[src/rtl/pts_pkg.sv]
// Shared types, constants, microcode ROM and helper functions of the task scheduler.
package pts_pkg;

    localparam int TASK_SLOTS = 32;
    localparam int MAP_W      = TASK_SLOTS - 1;
    localparam int PRIO_W     = 5;
    localparam int TYPE_W     = 3;
    localparam int ID_W       = 5;
    localparam int TICK_W     = 32;
    localparam int IDX_W      = $clog2(TASK_SLOTS);
    localparam int CNT_AW     = (MAP_W > 1) ? $clog2(MAP_W) : 1;
    localparam int UPC_W      = 5;

    localparam logic [TYPE_W-1:0] REQ_START    = 3'd0;
    localparam logic [TYPE_W-1:0] REQ_STOP     = 3'd1;
    localparam logic [TYPE_W-1:0] REQ_RELEASE  = 3'd2;
    localparam logic [TYPE_W-1:0] REQ_DELETE   = 3'd3;
    localparam logic [TYPE_W-1:0] REQ_DELAY    = 3'd4;
    localparam logic [TYPE_W-1:0] REQ_TICK     = 3'd5;
    localparam logic [TYPE_W-1:0] REQ_SCHEDULE = 3'd6;

    typedef struct packed {
        logic [TYPE_W-1:0] req_type;
        logic [ID_W-1:0]   task_id;
        logic [TICK_W-1:0] delay_ticks;
    } sched_req_t;

    typedef struct packed {
        logic [PRIO_W-1:0] next_priority;
        logic              switch_needed;
        logic              bad_request;
        logic [MAP_W-1:0]  ready_bits;
    } sched_rsp_t;

    typedef enum logic [3:0] {
        UOP_NOP,
        UOP_MARK_ID_ON,
        UOP_MARK_ID_OFF,
        UOP_MARK_CUR_OFF,
        UOP_LOAD_DELAY,
        UOP_SCHEDULE,
        UOP_SCAN_INIT,
        UOP_SCAN_STEP,
        UOP_SET_BAD
    } uop_e;

    typedef enum logic [1:0] {
        COND_NONE,
        COND_BAD_ID,
        COND_NO_CUR,
        COND_SCAN_MORE
    } cond_e;

    typedef struct packed {
        uop_e             uop;
        cond_e            cond;
        logic [UPC_W-1:0] target;
        logic             last;
    } uword_t;

    typedef struct packed {
        logic load;
        logic emit;
        uop_e uop;
    } dp_ctrl_t;

    typedef struct packed {
        logic bad_id;
        logic no_cur;
        logic scan_more;
    } dp_status_t;

    // microcode addresses
    localparam logic [UPC_W-1:0] UA_START         = 5'd0;
    localparam logic [UPC_W-1:0] UA_START_MARK    = 5'd1;
    localparam logic [UPC_W-1:0] UA_STOP          = 5'd2;
    localparam logic [UPC_W-1:0] UA_STOP_MARK     = 5'd3;
    localparam logic [UPC_W-1:0] UA_RELEASE       = 5'd4;
    localparam logic [UPC_W-1:0] UA_RELEASE_MARK  = 5'd5;
    localparam logic [UPC_W-1:0] UA_RELEASE_SCHED = 5'd6;
    localparam logic [UPC_W-1:0] UA_DELETE        = 5'd7;
    localparam logic [UPC_W-1:0] UA_DELETE_MARK   = 5'd8;
    localparam logic [UPC_W-1:0] UA_DELETE_SCHED  = 5'd9;
    localparam logic [UPC_W-1:0] UA_DELAY         = 5'd10;
    localparam logic [UPC_W-1:0] UA_DELAY_LOAD    = 5'd11;
    localparam logic [UPC_W-1:0] UA_DELAY_SCHED   = 5'd12;
    localparam logic [UPC_W-1:0] UA_TICK          = 5'd13;
    localparam logic [UPC_W-1:0] UA_TICK_SCAN     = 5'd14;
    localparam logic [UPC_W-1:0] UA_TICK_DRAIN    = 5'd15;
    localparam logic [UPC_W-1:0] UA_SCHED         = 5'd16;
    localparam logic [UPC_W-1:0] UA_NONE          = 5'd17;
    localparam logic [UPC_W-1:0] UA_BAD           = 5'd18;

    function automatic uword_t uw(input uop_e op, input cond_e cond,
                                  input logic [UPC_W-1:0] target, input logic last);
        uword_t w;
        w.uop    = op;
        w.cond   = cond;
        w.target = target;
        w.last   = last;
        return w;
    endfunction

    function automatic uword_t ucode_rom(input logic [UPC_W-1:0] addr);
        uword_t w;
        unique case (addr)
            UA_START:         w = uw(UOP_NOP,          COND_BAD_ID,    UA_BAD,       1'b0);
            UA_START_MARK:    w = uw(UOP_MARK_ID_ON,   COND_NONE,      UA_NONE,      1'b1);
            UA_STOP:          w = uw(UOP_NOP,          COND_BAD_ID,    UA_BAD,       1'b0);
            UA_STOP_MARK:     w = uw(UOP_MARK_ID_OFF,  COND_NONE,      UA_NONE,      1'b1);
            UA_RELEASE:       w = uw(UOP_NOP,          COND_BAD_ID,    UA_BAD,       1'b0);
            UA_RELEASE_MARK:  w = uw(UOP_MARK_ID_ON,   COND_NONE,      UA_NONE,      1'b0);
            UA_RELEASE_SCHED: w = uw(UOP_SCHEDULE,     COND_NONE,      UA_NONE,      1'b1);
            UA_DELETE:        w = uw(UOP_NOP,          COND_NO_CUR,    UA_BAD,       1'b0);
            UA_DELETE_MARK:   w = uw(UOP_MARK_CUR_OFF, COND_NONE,      UA_NONE,      1'b0);
            UA_DELETE_SCHED:  w = uw(UOP_SCHEDULE,     COND_NONE,      UA_NONE,      1'b1);
            UA_DELAY:         w = uw(UOP_NOP,          COND_NO_CUR,    UA_BAD,       1'b0);
            UA_DELAY_LOAD:    w = uw(UOP_LOAD_DELAY,   COND_NONE,      UA_NONE,      1'b0);
            UA_DELAY_SCHED:   w = uw(UOP_SCHEDULE,     COND_NONE,      UA_NONE,      1'b1);
            UA_TICK:          w = uw(UOP_SCAN_INIT,    COND_NONE,      UA_NONE,      1'b0);
            UA_TICK_SCAN:     w = uw(UOP_SCAN_STEP,    COND_SCAN_MORE, UA_TICK_SCAN, 1'b0);
            UA_TICK_DRAIN:    w = uw(UOP_SCAN_STEP,    COND_NONE,      UA_NONE,      1'b1);
            UA_SCHED:         w = uw(UOP_SCHEDULE,     COND_NONE,      UA_NONE,      1'b1);
            UA_NONE:          w = uw(UOP_NOP,          COND_NONE,      UA_NONE,      1'b1);
            UA_BAD:           w = uw(UOP_SET_BAD,      COND_NONE,      UA_NONE,      1'b1);
            default:          w = uw(UOP_NOP,          COND_NONE,      UA_NONE,      1'b1);
        endcase
        return w;
    endfunction

    function automatic logic [UPC_W-1:0] dispatch(input logic [TYPE_W-1:0] req_type);
        logic [UPC_W-1:0] a;
        unique case (req_type)
            REQ_START:    a = UA_START;
            REQ_STOP:     a = UA_STOP;
            REQ_RELEASE:  a = UA_RELEASE;
            REQ_DELETE:   a = UA_DELETE;
            REQ_DELAY:    a = UA_DELAY;
            REQ_TICK:     a = UA_TICK;
            REQ_SCHEDULE: a = UA_SCHED;
            default:      a = UA_NONE;
        endcase
        return a;
    endfunction

    function automatic logic [PRIO_W-1:0] highest_ready(input logic [MAP_W-1:0] map);
        logic [PRIO_W-1:0] res;
        res = '0;
        for (int p = 0; p < MAP_W; p++)
        begin
            if (map[p])
                res = PRIO_W'(p + 1);
        end
        return res;
    endfunction

endpackage

[src/rtl/pts_ram.sv]
// Generic single-write, single-read RAM with registered read data.
module pts_ram #(
    parameter int WIDTH = 32,
    parameter int DEPTH = 31
) (
    input  logic                                   clk,
    input  logic                                   we,
    input  logic [((DEPTH > 1) ? $clog2(DEPTH) : 1)-1:0] waddr,
    input  logic [WIDTH-1:0]                       wdata,
    input  logic [((DEPTH > 1) ? $clog2(DEPTH) : 1)-1:0] raddr,
    output logic [WIDTH-1:0]                       rdata
);

    logic [WIDTH-1:0] mem [DEPTH];

    always_ff @(posedge clk)
    begin
        if (we)
            mem[waddr] <= wdata;
        rdata <= mem[raddr];
    end

endmodule

[src/rtl/pts_useq.sv]
// Microcode sequencer: step counter, control ROM, conditional jumps and result strobe.
module pts_useq (
    input  logic                        clk,
    input  logic                        rst_n,
    input  logic                        start,
    input  logic [pts_pkg::TYPE_W-1:0]  req_type,
    input  pts_pkg::dp_status_t         status,
    output logic                        busy,
    output logic                        done,
    output pts_pkg::dp_ctrl_t           ctrl
);

    typedef enum logic [1:0] {
        S_IDLE,
        S_RUN,
        S_EMIT
    } state_t;

    state_t                      state_reg, state_next;
    logic [pts_pkg::UPC_W-1:0]   pc_reg, pc_next;
    logic                        done_reg, done_next;
    pts_pkg::uword_t             word;
    logic                        taken;

    assign word = pts_pkg::ucode_rom(pc_reg);

    always_comb
    begin
        unique case (word.cond)
            pts_pkg::COND_NONE:      taken = 1'b0;
            pts_pkg::COND_BAD_ID:    taken = status.bad_id;
            pts_pkg::COND_NO_CUR:    taken = status.no_cur;
            pts_pkg::COND_SCAN_MORE: taken = status.scan_more;
            default:                 taken = 1'b0;
        endcase
    end

    always_comb
    begin
        state_next = state_reg;
        pc_next    = pc_reg;
        done_next  = 1'b0;
        unique case (state_reg)
            S_IDLE:
            begin
                if (start)
                begin
                    pc_next    = pts_pkg::dispatch(req_type);
                    state_next = S_RUN;
                end
            end
            S_RUN:
            begin
                if (taken)
                    pc_next = word.target;
                else if (word.last)
                    state_next = S_EMIT;
                else
                    pc_next = pc_reg + pts_pkg::UPC_W'(1);
            end
            S_EMIT:
            begin
                done_next  = 1'b1;
                state_next = S_IDLE;
            end
            default:
                state_next = S_IDLE;
        endcase
    end

    always_ff @(posedge clk or negedge rst_n)
    begin
        if (!rst_n)
        begin
            state_reg <= S_IDLE;
            pc_reg    <= pts_pkg::UA_NONE;
            done_reg  <= 1'b0;
        end
        else
        begin
            state_reg <= state_next;
            pc_reg    <= pc_next;
            done_reg  <= done_next;
        end
    end

    assign busy      = (state_reg != S_IDLE);
    assign done      = done_reg;
    assign ctrl.load = start && (state_reg == S_IDLE);
    assign ctrl.emit = (state_reg == S_EMIT);
    assign ctrl.uop  = (state_reg == S_RUN) ? word.uop : pts_pkg::UOP_NOP;

endmodule

[src/rtl/pts_datapath.sv]
// Scheduler datapath: ready/delay maps, current task, tick counter RAM and result register.
module pts_datapath (
    input  logic                 clk,
    input  logic                 rst_n,
    input  pts_pkg::sched_req_t  request,
    input  pts_pkg::dp_ctrl_t    ctrl,
    output pts_pkg::dp_status_t  status,
    output pts_pkg::sched_rsp_t  result
);

    pts_pkg::sched_req_t             item_reg, item_next;
    pts_pkg::sched_rsp_t             result_reg, result_next;
    logic [pts_pkg::MAP_W-1:0]       ready_reg, ready_next;
    logic [pts_pkg::MAP_W-1:0]       delay_reg, delay_next;
    logic [pts_pkg::PRIO_W-1:0]      cur_reg, cur_next;
    logic                            cur_valid_reg, cur_valid_next;
    logic                            sw_reg, sw_next;
    logic                            bad_reg, bad_next;
    logic [pts_pkg::IDX_W-1:0]       idx_reg, idx_next;
    logic                            pend_reg, pend_next;
    logic [pts_pkg::CNT_AW-1:0]      pend_idx_reg, pend_idx_next;

    logic                            ram_we;
    logic [pts_pkg::CNT_AW-1:0]      ram_waddr;
    logic [pts_pkg::TICK_W-1:0]      ram_wdata;
    logic [pts_pkg::CNT_AW-1:0]      ram_raddr;
    logic [pts_pkg::TICK_W-1:0]      ram_rdata;

    logic [pts_pkg::PRIO_W-1:0]      prio_id;
    logic [pts_pkg::PRIO_W-1:0]      sched_prio;
    logic [pts_pkg::MAP_W-1:0]       id_mask;
    logic [pts_pkg::MAP_W-1:0]       cur_mask;
    logic [pts_pkg::MAP_W-1:0]       pend_mask;
    logic [pts_pkg::TICK_W-1:0]      rd_dec;

    pts_ram #(
        .WIDTH (pts_pkg::TICK_W),
        .DEPTH (pts_pkg::MAP_W)
    ) u_cnt_ram (
        .clk   (clk),
        .we    (ram_we),
        .waddr (ram_waddr),
        .wdata (ram_wdata),
        .raddr (ram_raddr),
        .rdata (ram_rdata)
    );

    assign prio_id    = pts_pkg::PRIO_W'(pts_pkg::TASK_SLOTS - int'(item_reg.task_id));
    assign id_mask    = pts_pkg::MAP_W'(1) << (prio_id - pts_pkg::PRIO_W'(1));
    assign cur_mask   = pts_pkg::MAP_W'(1) << (cur_reg - pts_pkg::PRIO_W'(1));
    assign pend_mask  = pts_pkg::MAP_W'(1) << pend_idx_reg;
    assign rd_dec     = ram_rdata - pts_pkg::TICK_W'(1);
    assign sched_prio = pts_pkg::highest_ready(ready_reg);

    assign status.bad_id    = (item_reg.task_id == '0)
                           || (int'(item_reg.task_id) >= pts_pkg::TASK_SLOTS);
    assign status.no_cur    = !cur_valid_reg || (cur_reg == '0);
    assign status.scan_more = (idx_reg != pts_pkg::IDX_W'(pts_pkg::MAP_W - 1));

    always_comb
    begin
        item_next      = item_reg;
        result_next    = result_reg;
        ready_next     = ready_reg;
        delay_next     = delay_reg;
        cur_next       = cur_reg;
        cur_valid_next = cur_valid_reg;
        sw_next        = sw_reg;
        bad_next       = bad_reg;
        idx_next       = idx_reg;
        pend_next      = pend_reg;
        pend_idx_next  = pend_idx_reg;
        ram_we         = 1'b0;
        ram_waddr      = pend_idx_reg;
        ram_wdata      = rd_dec;
        ram_raddr      = idx_reg[pts_pkg::CNT_AW-1:0];

        unique case (ctrl.uop)
            pts_pkg::UOP_NOP:
            begin
            end
            pts_pkg::UOP_MARK_ID_ON:
            begin
                ready_next = ready_reg | id_mask;
                delay_next = delay_reg & ~id_mask;
            end
            pts_pkg::UOP_MARK_ID_OFF:
            begin
                ready_next = ready_reg & ~id_mask;
                delay_next = delay_reg & ~id_mask;
            end
            pts_pkg::UOP_MARK_CUR_OFF:
            begin
                ready_next = ready_reg & ~cur_mask;
                delay_next = delay_reg & ~cur_mask;
            end
            pts_pkg::UOP_LOAD_DELAY:
            begin
                ram_we     = 1'b1;
                ram_waddr  = pts_pkg::CNT_AW'(cur_reg - pts_pkg::PRIO_W'(1));
                ram_wdata  = item_reg.delay_ticks;
                delay_next = delay_reg | cur_mask;
                ready_next = ready_reg & ~cur_mask;
            end
            pts_pkg::UOP_SCHEDULE:
            begin
                sw_next        = !cur_valid_reg || (sched_prio != cur_reg);
                cur_next       = sched_prio;
                cur_valid_next = 1'b1;
            end
            pts_pkg::UOP_SCAN_INIT:
            begin
                idx_next  = '0;
                pend_next = 1'b0;
            end
            pts_pkg::UOP_SCAN_STEP:
            begin
                // retire the counter read last cycle, issue the next read
                if (pend_reg)
                begin
                    ram_we = 1'b1;
                    if (rd_dec == '0)
                    begin
                        ready_next = ready_reg | pend_mask;
                        delay_next = delay_reg & ~pend_mask;
                    end
                end
                pend_next = 1'b0;
                if (idx_reg < pts_pkg::IDX_W'(pts_pkg::MAP_W))
                begin
                    pend_next     = delay_reg[idx_reg[pts_pkg::CNT_AW-1:0]];
                    pend_idx_next = idx_reg[pts_pkg::CNT_AW-1:0];
                    idx_next      = idx_reg + pts_pkg::IDX_W'(1);
                end
            end
            pts_pkg::UOP_SET_BAD:
                bad_next = 1'b1;
            default:
            begin
            end
        endcase

        if (ctrl.load)
        begin
            item_next = request;
            sw_next   = 1'b0;
            bad_next  = 1'b0;
        end

        if (ctrl.emit)
        begin
            result_next.next_priority = sched_prio;
            result_next.switch_needed = sw_reg;
            result_next.bad_request   = bad_reg;
            result_next.ready_bits    = ready_reg;
        end
    end

    always_ff @(posedge clk or negedge rst_n)
    begin
        if (!rst_n)
        begin
            ready_reg     <= '0;
            delay_reg     <= '0;
            cur_reg       <= '0;
            cur_valid_reg <= 1'b0;
            pend_reg      <= 1'b0;
        end
        else
        begin
            ready_reg     <= ready_next;
            delay_reg     <= delay_next;
            cur_reg       <= cur_next;
            cur_valid_reg <= cur_valid_next;
            pend_reg      <= pend_next;
        end
    end

    always_ff @(posedge clk)
    begin
        item_reg     <= item_next;
        result_reg   <= result_next;
        sw_reg       <= sw_next;
        bad_reg      <= bad_next;
        idx_reg      <= idx_next;
        pend_idx_reg <= pend_idx_next;
    end

    assign result = result_reg;

endmodule

[src/rtl/priority_task_scheduler.sv]
// Top level of the bitmap priority task scheduler.
//
// Request channel: a transfer happens on a rising edge with start high and busy low;
// request carries req_type, task_id and delay_ticks. busy stays high until the
// request has been run by the microcode sequencer.
// Result channel: done is high for exactly one cycle with result valid (next_priority,
// switch_needed, bad_request, ready_bits). The receiver cannot stall; it must take the
// transfer in that cycle. A new request may be started in the same cycle as done.
// From request transfer to done the sequencer runs the microcode steps, then its emit
// state. Start, stop and error paths run 2 steps, release/delete/delay 3 steps and
// schedule 1 step. A tick walks the tick counter RAM one entry per cycle, 33 steps in
// all, set by the single read and write port of that RAM.
// Only one request is in flight: no new request is taken while busy is high.
// Reset (rst_n low, asynchronous) empties ready and delay maps and clears the current
// task; tick counters are not cleared and only count once a delay request loads them.
module priority_task_scheduler (
    input  logic                clk,
    input  logic                rst_n,
    input  logic                start,
    input  pts_pkg::sched_req_t request,
    output logic                busy,
    output logic                done,
    output pts_pkg::sched_rsp_t result
);

    pts_pkg::dp_ctrl_t   ctrl;
    pts_pkg::dp_status_t status;

    pts_useq u_useq (
        .clk      (clk),
        .rst_n    (rst_n),
        .start    (start),
        .req_type (request.req_type),
        .status   (status),
        .busy     (busy),
        .done     (done),
        .ctrl     (ctrl)
    );

    pts_datapath u_datapath (
        .clk     (clk),
        .rst_n   (rst_n),
        .request (request),
        .ctrl    (ctrl),
        .status  (status),
        .result  (result)
    );

endmodule

[config.mk]
export PLATFORM = sky130hd
export DESIGN_NAME = priority_task_scheduler
export DESIGN_NICKNAME = d
export VERILOG_FILES = /design/src/rtl/pts_pkg.sv /design/src/rtl/pts_ram.sv /design/src/rtl/pts_useq.sv /design/src/rtl/pts_datapath.sv /design/src/rtl/priority_task_scheduler.sv
export SDC_FILE = /design/constraint.sdc
export NUM_CORES = 2
export LEC_CHECK = 0
export BUFFER_PORTS_ARGS = -buffer_cell sky130_fd_sc_hd__buf_2
export CORE_MARGIN = 2
export CORE_UTILIZATION = 60
export CTS_CLUSTER_SIZE = 14
export DETAILED_ROUTE_END_ITERATION = 12
export GPL_TIMING_DRIVEN = 0
export PLACE_DENSITY = 0.84
export SLEW_MARGIN = 10
export SYNTH_ARGS = -nofsm -noshare
export SYNTH_HDL_FRONTEND = slang
export SYNTH_SLANG_ARGS = --single-unit
[constraint.sdc]
create_clock -name clk -period 11.7 [get_ports clk]
set_clock_uncertainty 0.1 [all_clocks]
set_input_delay 0 -clock clk [delete_from_list [all_inputs] [get_ports clk]]
set_output_delay 0 -clock clk [all_outputs]
set_load 0.05 [all_outputs]
# --- Word-level counts from Yosys, hierarchy flattened ---
# Memory sizes are Yosys's and may differ from the RTL's. A register that Yosys moved wholly into a read port is not among the register bits.
# Cells that the tools add are included.
totals:
  inputBits: 43
  ff_bits: 164
  rom_bits: 384
  out_inout_bits: 40
  mem_count: 2
  elab_cells: 154
  ramBits: 992
memory_table:
  columns: ["name", "words", "width", "read_ports", "rd_ports_with_merged_regs", "write_ports", "line_no", "source"]
  rows:
  - ["u_datapath.u_cnt_ram.mem", 31, 32, 1, 1, 1, "pts_ram.sv:14", "logic [WIDTH-1:0] mem [DEPTH];"]
  - ["(no name shown)", 32, 12, 1, 0, 0, "pts_pkg.sv:106", "unique case (addr)"]
classes:
  n_bitwise: 11
  order_cmp: 2
  muxes: 61
  n_eq_ne: 28
  shifts: 3
  add_sub_neg: 6
  reduce_logical: 23
ops:
  columns: ["cell", "n"]
  rows:
  - ["31-bit case mux with 4 select lines", 2]
  - ["5-bit 2-to-1 mux", 35]
  - ["31-bit AND", 5]
  - ["31-bit 2-to-1 mux", 4]
  - ["31-bit NOT", 3]
  - ["31-bit OR", 3]
  - ["1-bit by 5-bit << shifter with 31-bit output, first input constant", 3]
  - ["5-bit case mux with 7 select lines", 1]
  - ["32-bit logical NOT", 1]
  - ["32-bit 2-to-1 mux", 1]
  - ["32-bit by 1-bit subtractor with 32-bit output, second input constant", 1]
  - ["5-bit case mux with 2 select lines", 2]
  - ["4-bit by 3-bit == test with 1-bit output, second input constant", 4]
  - ["3-bit AND reduction", 4]
  - ["5-bit by 1-bit adder with 5-bit output, second input constant", 2]
  - ["5-bit logical NOT", 2]
  - ["5-bit by 1-bit subtractor with 5-bit output, second input constant", 2]
  - ["3-bit == test, second input constant", 3]
  - ["4-bit by 2-bit == test with 1-bit output, second input constant", 2]
  - ["2-bit by 1-bit inequality test with 1-bit output, second input constant", 4]
  - ["4-bit nonzero test", 2]
  - ["1-bit 2-to-1 mux", 7]
  - ["2-bit == test, second input constant", 3]
  - ["3-bit by 2-bit == test with 1-bit output, second input constant", 2]
  - ["other kinds (25)", 36]

# --- Longest topological paths before layout ---
logic_depth:
  depth_word: 33
  depth_mapped: 15
  depth_no_buf: 10

# --- Modules after synthesis ---
# A second synthesis with hierarchy kept.
unflattened:
  hier_cells: 3053
  area_unflattened_um2: 48918.2
modules_own_cells:
  columns: ["module", "seq_area_each_um2", "cells_each", "n_inst", "area_each_um2"]
  rows:
  - ["pts_ram", 30429.2, 1915, 1, 38685.9]
  - ["pts_datapath", 4319.1, 1029, 1, 9330.2]
  - ["pts_useq", 202.7, 109, 1, 902.1]

# --- Least setup slack after synthesis ---
# OpenSTA, ideal clock, no wires.
synth_path:
  path_kind: "register -> register"
  from: "reg u_useq.pc_reg[2] (netlist bit)"
  to: "mem u_datapath.u_cnt_ram.mem[24][0] (enable)"
  path_buffers: 3
  setup_time_ps: 421
  period_less_slack_ps: 4741
  path_stages_with_launch: 13
  t_arrival_ps: 4220
  slack_ps: 6959
  t_required_ps: 11179
  cell_sequence: "dfrtp_1 buf_2 buf_1 inv_1 ha_1 nor2_1 a311oi_4 or3_1 buf_2 nor2_1 mux2i_1 or3b_1 nor2_1"
synth_between:
  elab_chain_len: 6
  elab_cells_between_ends: 8
  classes_between: "eq/ne: 2; mux: 5; memory: 1"
synth_lines:
  columns: ["element", "line_no", "source"]
  rows:
  - ["start, declared", "pts_useq.sv:20", "logic [pts_pkg::UPC_W-1:0] pc_reg, pc_next;"]
  - ["start signal, assigned", "pts_useq.sv:76", "pc_reg <= pts_pkg::UA_NONE;"]
  - ["start signal, assigned", "pts_useq.sv:82", "pc_reg <= pc_next;"]
  - ["memory read 32 x 12 bit *", null, null]
  - ["4-bit 2-to-1 mux *", "pts_useq.sv:91", "assign ctrl.uop = (state_reg == S_RUN) ? word.uop : pts_pkg::UOP_NOP;"]
  - ["4-bit by 3-bit == test with 1-bit output", "pts_datapath.sv:78", "unique case (ctrl.uop)"]
  - ["1-bit case mux with 2 select lines", "pts_datapath.sv:78", null]
  - ["1-bit 2-to-1 mux", "pts_ram.sv:18", "if (we)"]
  - ["1-bit 2-to-1 mux (implied by the code)", "pts_ram.sv:19", "mem[waddr] <= wdata;"]
  - ["end, declared", "pts_ram.sv:14", null]
# Every way passes the cells marked *; elsewhere a longest branch is shown, timed or not.

# --- Worst setup path in the final report ---
layout_path:
  from: "reg u_useq.pc_reg[2] (netlist bit)"
  to: "mem u_datapath.u_cnt_ram.mem[10][5] (enable)"
# Same word-level chain as after synthesis.

==> flow_summary.yaml <==
final_layout:
  nets: 3358
  largest_reg_flops: 992
  register_area_mm2: 0.0350
  fill_cells: 4757
  layout-drive-gt1-share: 0.225
  finalNonFillerCells: 4472
  area_growth_syn_to_layout_pct: 15.5
  final_cell_mix: "edfxtp_1, mux4_2, nand2_1"
  finalCoreUtilization: 0.700
  final_common_cell: "edfxtp_1"
  multiInputGateArea_mm2: 0.0144
timing:
  fin_crit_sh: 0.494
  finalSetupTns_ps: 0
  fin_ws_ps: 5920
  rsz0062_at_grt: "false"
  finalHoldViolCount: 0
  setup-violations-final: 0
  drv_slew: 0
  finalCriticalPeriod_ps: 5780
  timing.fmax_ghz: 0.173
  relSlewSlack: 0.113
  whs_ps: 36.8
  worst_slew_pin_slew_ps: 1330
drt:
  drtPass1Iterations: 8
  wl_per_cell_um: 38.2
  avgViaCountPerCell: 7.44
  drc_errors: 0
  wirelength_um: 171000
  vias: 33300
  drt.antenna.violating_nets: 0
  dr.first_iter.drc_count: 5825
power:
  switching_share: 0.296
  pwr-share-clk: 0.348
  combinationalPowerShare: 0.166
  internal_power_mw: 7.32
  power_density_mw_per_mm2: 181
  ir_worst_vdd_mv: 0.178
  p_switching_mw: 3.09
  leakagePower_nw: 19.2
  p_seq_frac: 0.485
setup_path:
  crit_path_start: "u_useq.pc_reg[2]"
  rrSetupSlack_ps: 5920
  arrival_ps: 6090
  r2r_cells: 13
  worstPathMaxFanout: 21
  critPathCaptureType: "flop"
  timing.rr.start: "u_useq.pc_reg[2]"
  worstPathRequired_ps: 12010
  critical_path.startpoint_type: "flop"
  timing.rr.end: "u_datapath.u_cnt_ram.mem[10][5]"
  critPathKind: "flop to flop"
die:
  pin_count: 83
  dieArea_mm2: 0.0854
  core_area_mm2: 0.0822
  row_count: 105
  die_h_um: 292
  chipWidth_um: 292
  start_util: 0.606
global_routing:
  antenna_found_initial: 20
  grt_pass1_wl_um: 239000
  gr-total-overflow: 0
  grt_max_degree: 61
  grt_pass1_vias: 32700
  grt_usage: 0.399
synthesis:
  syn-num-nets: 3016
  ys_async_sr_fraction: 0.0648
  synthCells: 2956
  ys_seq_area_frac: 0.701
  syn_area_per_cell_um2: 16.9
  synth_top_flop_cell: "edfxtp_1"
  synth-seq-cells: 1188
  ys_types: 90
  synth_top_area_frac: 0.649
  syn_area_mm2: 0.0499
  ys_warn_count: 0
  synth_edf_count: 1077
  yosysTopAreaCell: "edfxtp_1"
  synth.area.top_cells: "edfxtp_1, mux4_2, dfrtp_1, nand2_1, dfxtp_1"
place:
  placed_cells: 4173
  hpwl_um: 101000
  dp_slack_ps: 6280
  io_buffers: 82
  gp_congestion: 1.03
worst_hold_path:
  hp-class: "input pin to flop"
  hold_path_end: "u_datapath.item_reg[23]"
  hp-start: "request[23]"
  worstHoldPathCells: 2
clocking:
  cts_buffers: 112
  clk_pin_slew_worst_paths_ps: 70
  h-tree-depth: 3
  cts.repair.resized: 0
  worstSkewPairLatency_ps: 720
  post-cts-setup-buffers: 0
  root_buffer: "clkbuf_16"
  clock-sinks: 1188
  cts_tree: "done"
  cts_max_path_buffers: 3
status:
  outcome: "complete, no violations"
run:
  maxCapViolations: 0
[logic make-up after synthesis]
family | synth area share
flops | 0.701
compound gates | 0.0557
xor+xnor | 0.00685
buf+inv | 0.0180
fa+ha+maj | 0.00427
simple gates | 0.0653
mux | 0.149
[metrics by stage]
| stage | total power, mW | instance area [um2] |
|---|---|---|
| 2_1_floorplan | 6.10 | 49900 |
| 5_1_grt | 10.6 | 57600 |
| 6_report | 10.4 | 57600 |
| 3_3_place_gp | 6.63 | 51600 |
| 3_5_place_dp | 6.75 | 53200 |
| 4_1_cts | 10.3 | 57500 |
[cells in the mapped netlist, types with 16 or more instances]
master,number
a211oi_1,21
a21oi_1,92
a22oi_1,22
a31oi_1,21
buf_1,38
buf_2,20
clkbuf_1,126
dfrtp_1,75
dfxtp_1,34
edfxtp_1,1077
ha_1,17
inv_1,41
mux2_2,39
mux2i_1,59
mux4_2,284
nand2_1,217
nand2b_1,18
nand3_1,78
nor2_1,173
nor3_1,56
nor4_1,16
o21ai_0,118
o221ai_1,18
or3_1,21
xnor2_1,27
[per-layer routing]
metal,global-route usage,wire [um]
met5,0,82
met4,0.267,14500
met3,0.107,23200
met2,0.642,80100
met1,0.479,52800
[worst max-delay path: stages (launching register included)]
cell      delay, ps
dfrtp_1         390
buf_2           220
buf_1           350
inv_1           130
ha_1            240
nor2_1          240
a311oi_4        120
or3_1           330
buf_2           190
nor2_1          400
mux2i_1         960
nand3b_1        580
nor2_4          860
buf_12          310
[worst max path at each step]
stage                                        to  cells past startpoint  slack [ps]
4_1_cts        u_datapath.u_cnt_ram.mem[10][28]                     13        6200
2_1_floorplan   u_datapath.u_cnt_ram.mem[24][0]                     12        6960
6_report        u_datapath.u_cnt_ram.mem[10][5]                     13        5920
5_1_grt        u_datapath.u_cnt_ram.mem[10][26]                     13        5830
3_3_place_gp    u_datapath.u_cnt_ram.mem[9][16]                     13        4580
3_5_place_dp     u_datapath.u_cnt_ram.mem[8][3]                     13        6280
[power groups by stage]
stage	clock [mW]	combinational (mW)	sequential [mW]
after floorplan	0	0.924	5.18
after global placement	0	1.49	5.13
after detailed placement	0	1.62	5.12
after CTS	3.58	1.67	5.04
after global routing	3.74	1.81	5.06
final	3.63	1.73	5.05
[cell type report]
class,count,area share
Buffer,187,0.0131
Clock buffer,145,0.0520
Multi-Input combinational cell,1540,0.250
Antenna cell,9,0.000391
Tap cell,1070,0.0233
Clock inverter,64,0.00961
Inverter,41,0.00267
Timing Repair Buffer,228,0.0416
Sequential cell,1188,0.607
[timing repair]
action	CTS	global route
setup endpoints to repair	0	0
hold buffers	81	0
endpoints found under the hold margin	137	0
Power figures use the tool's default switching activity.
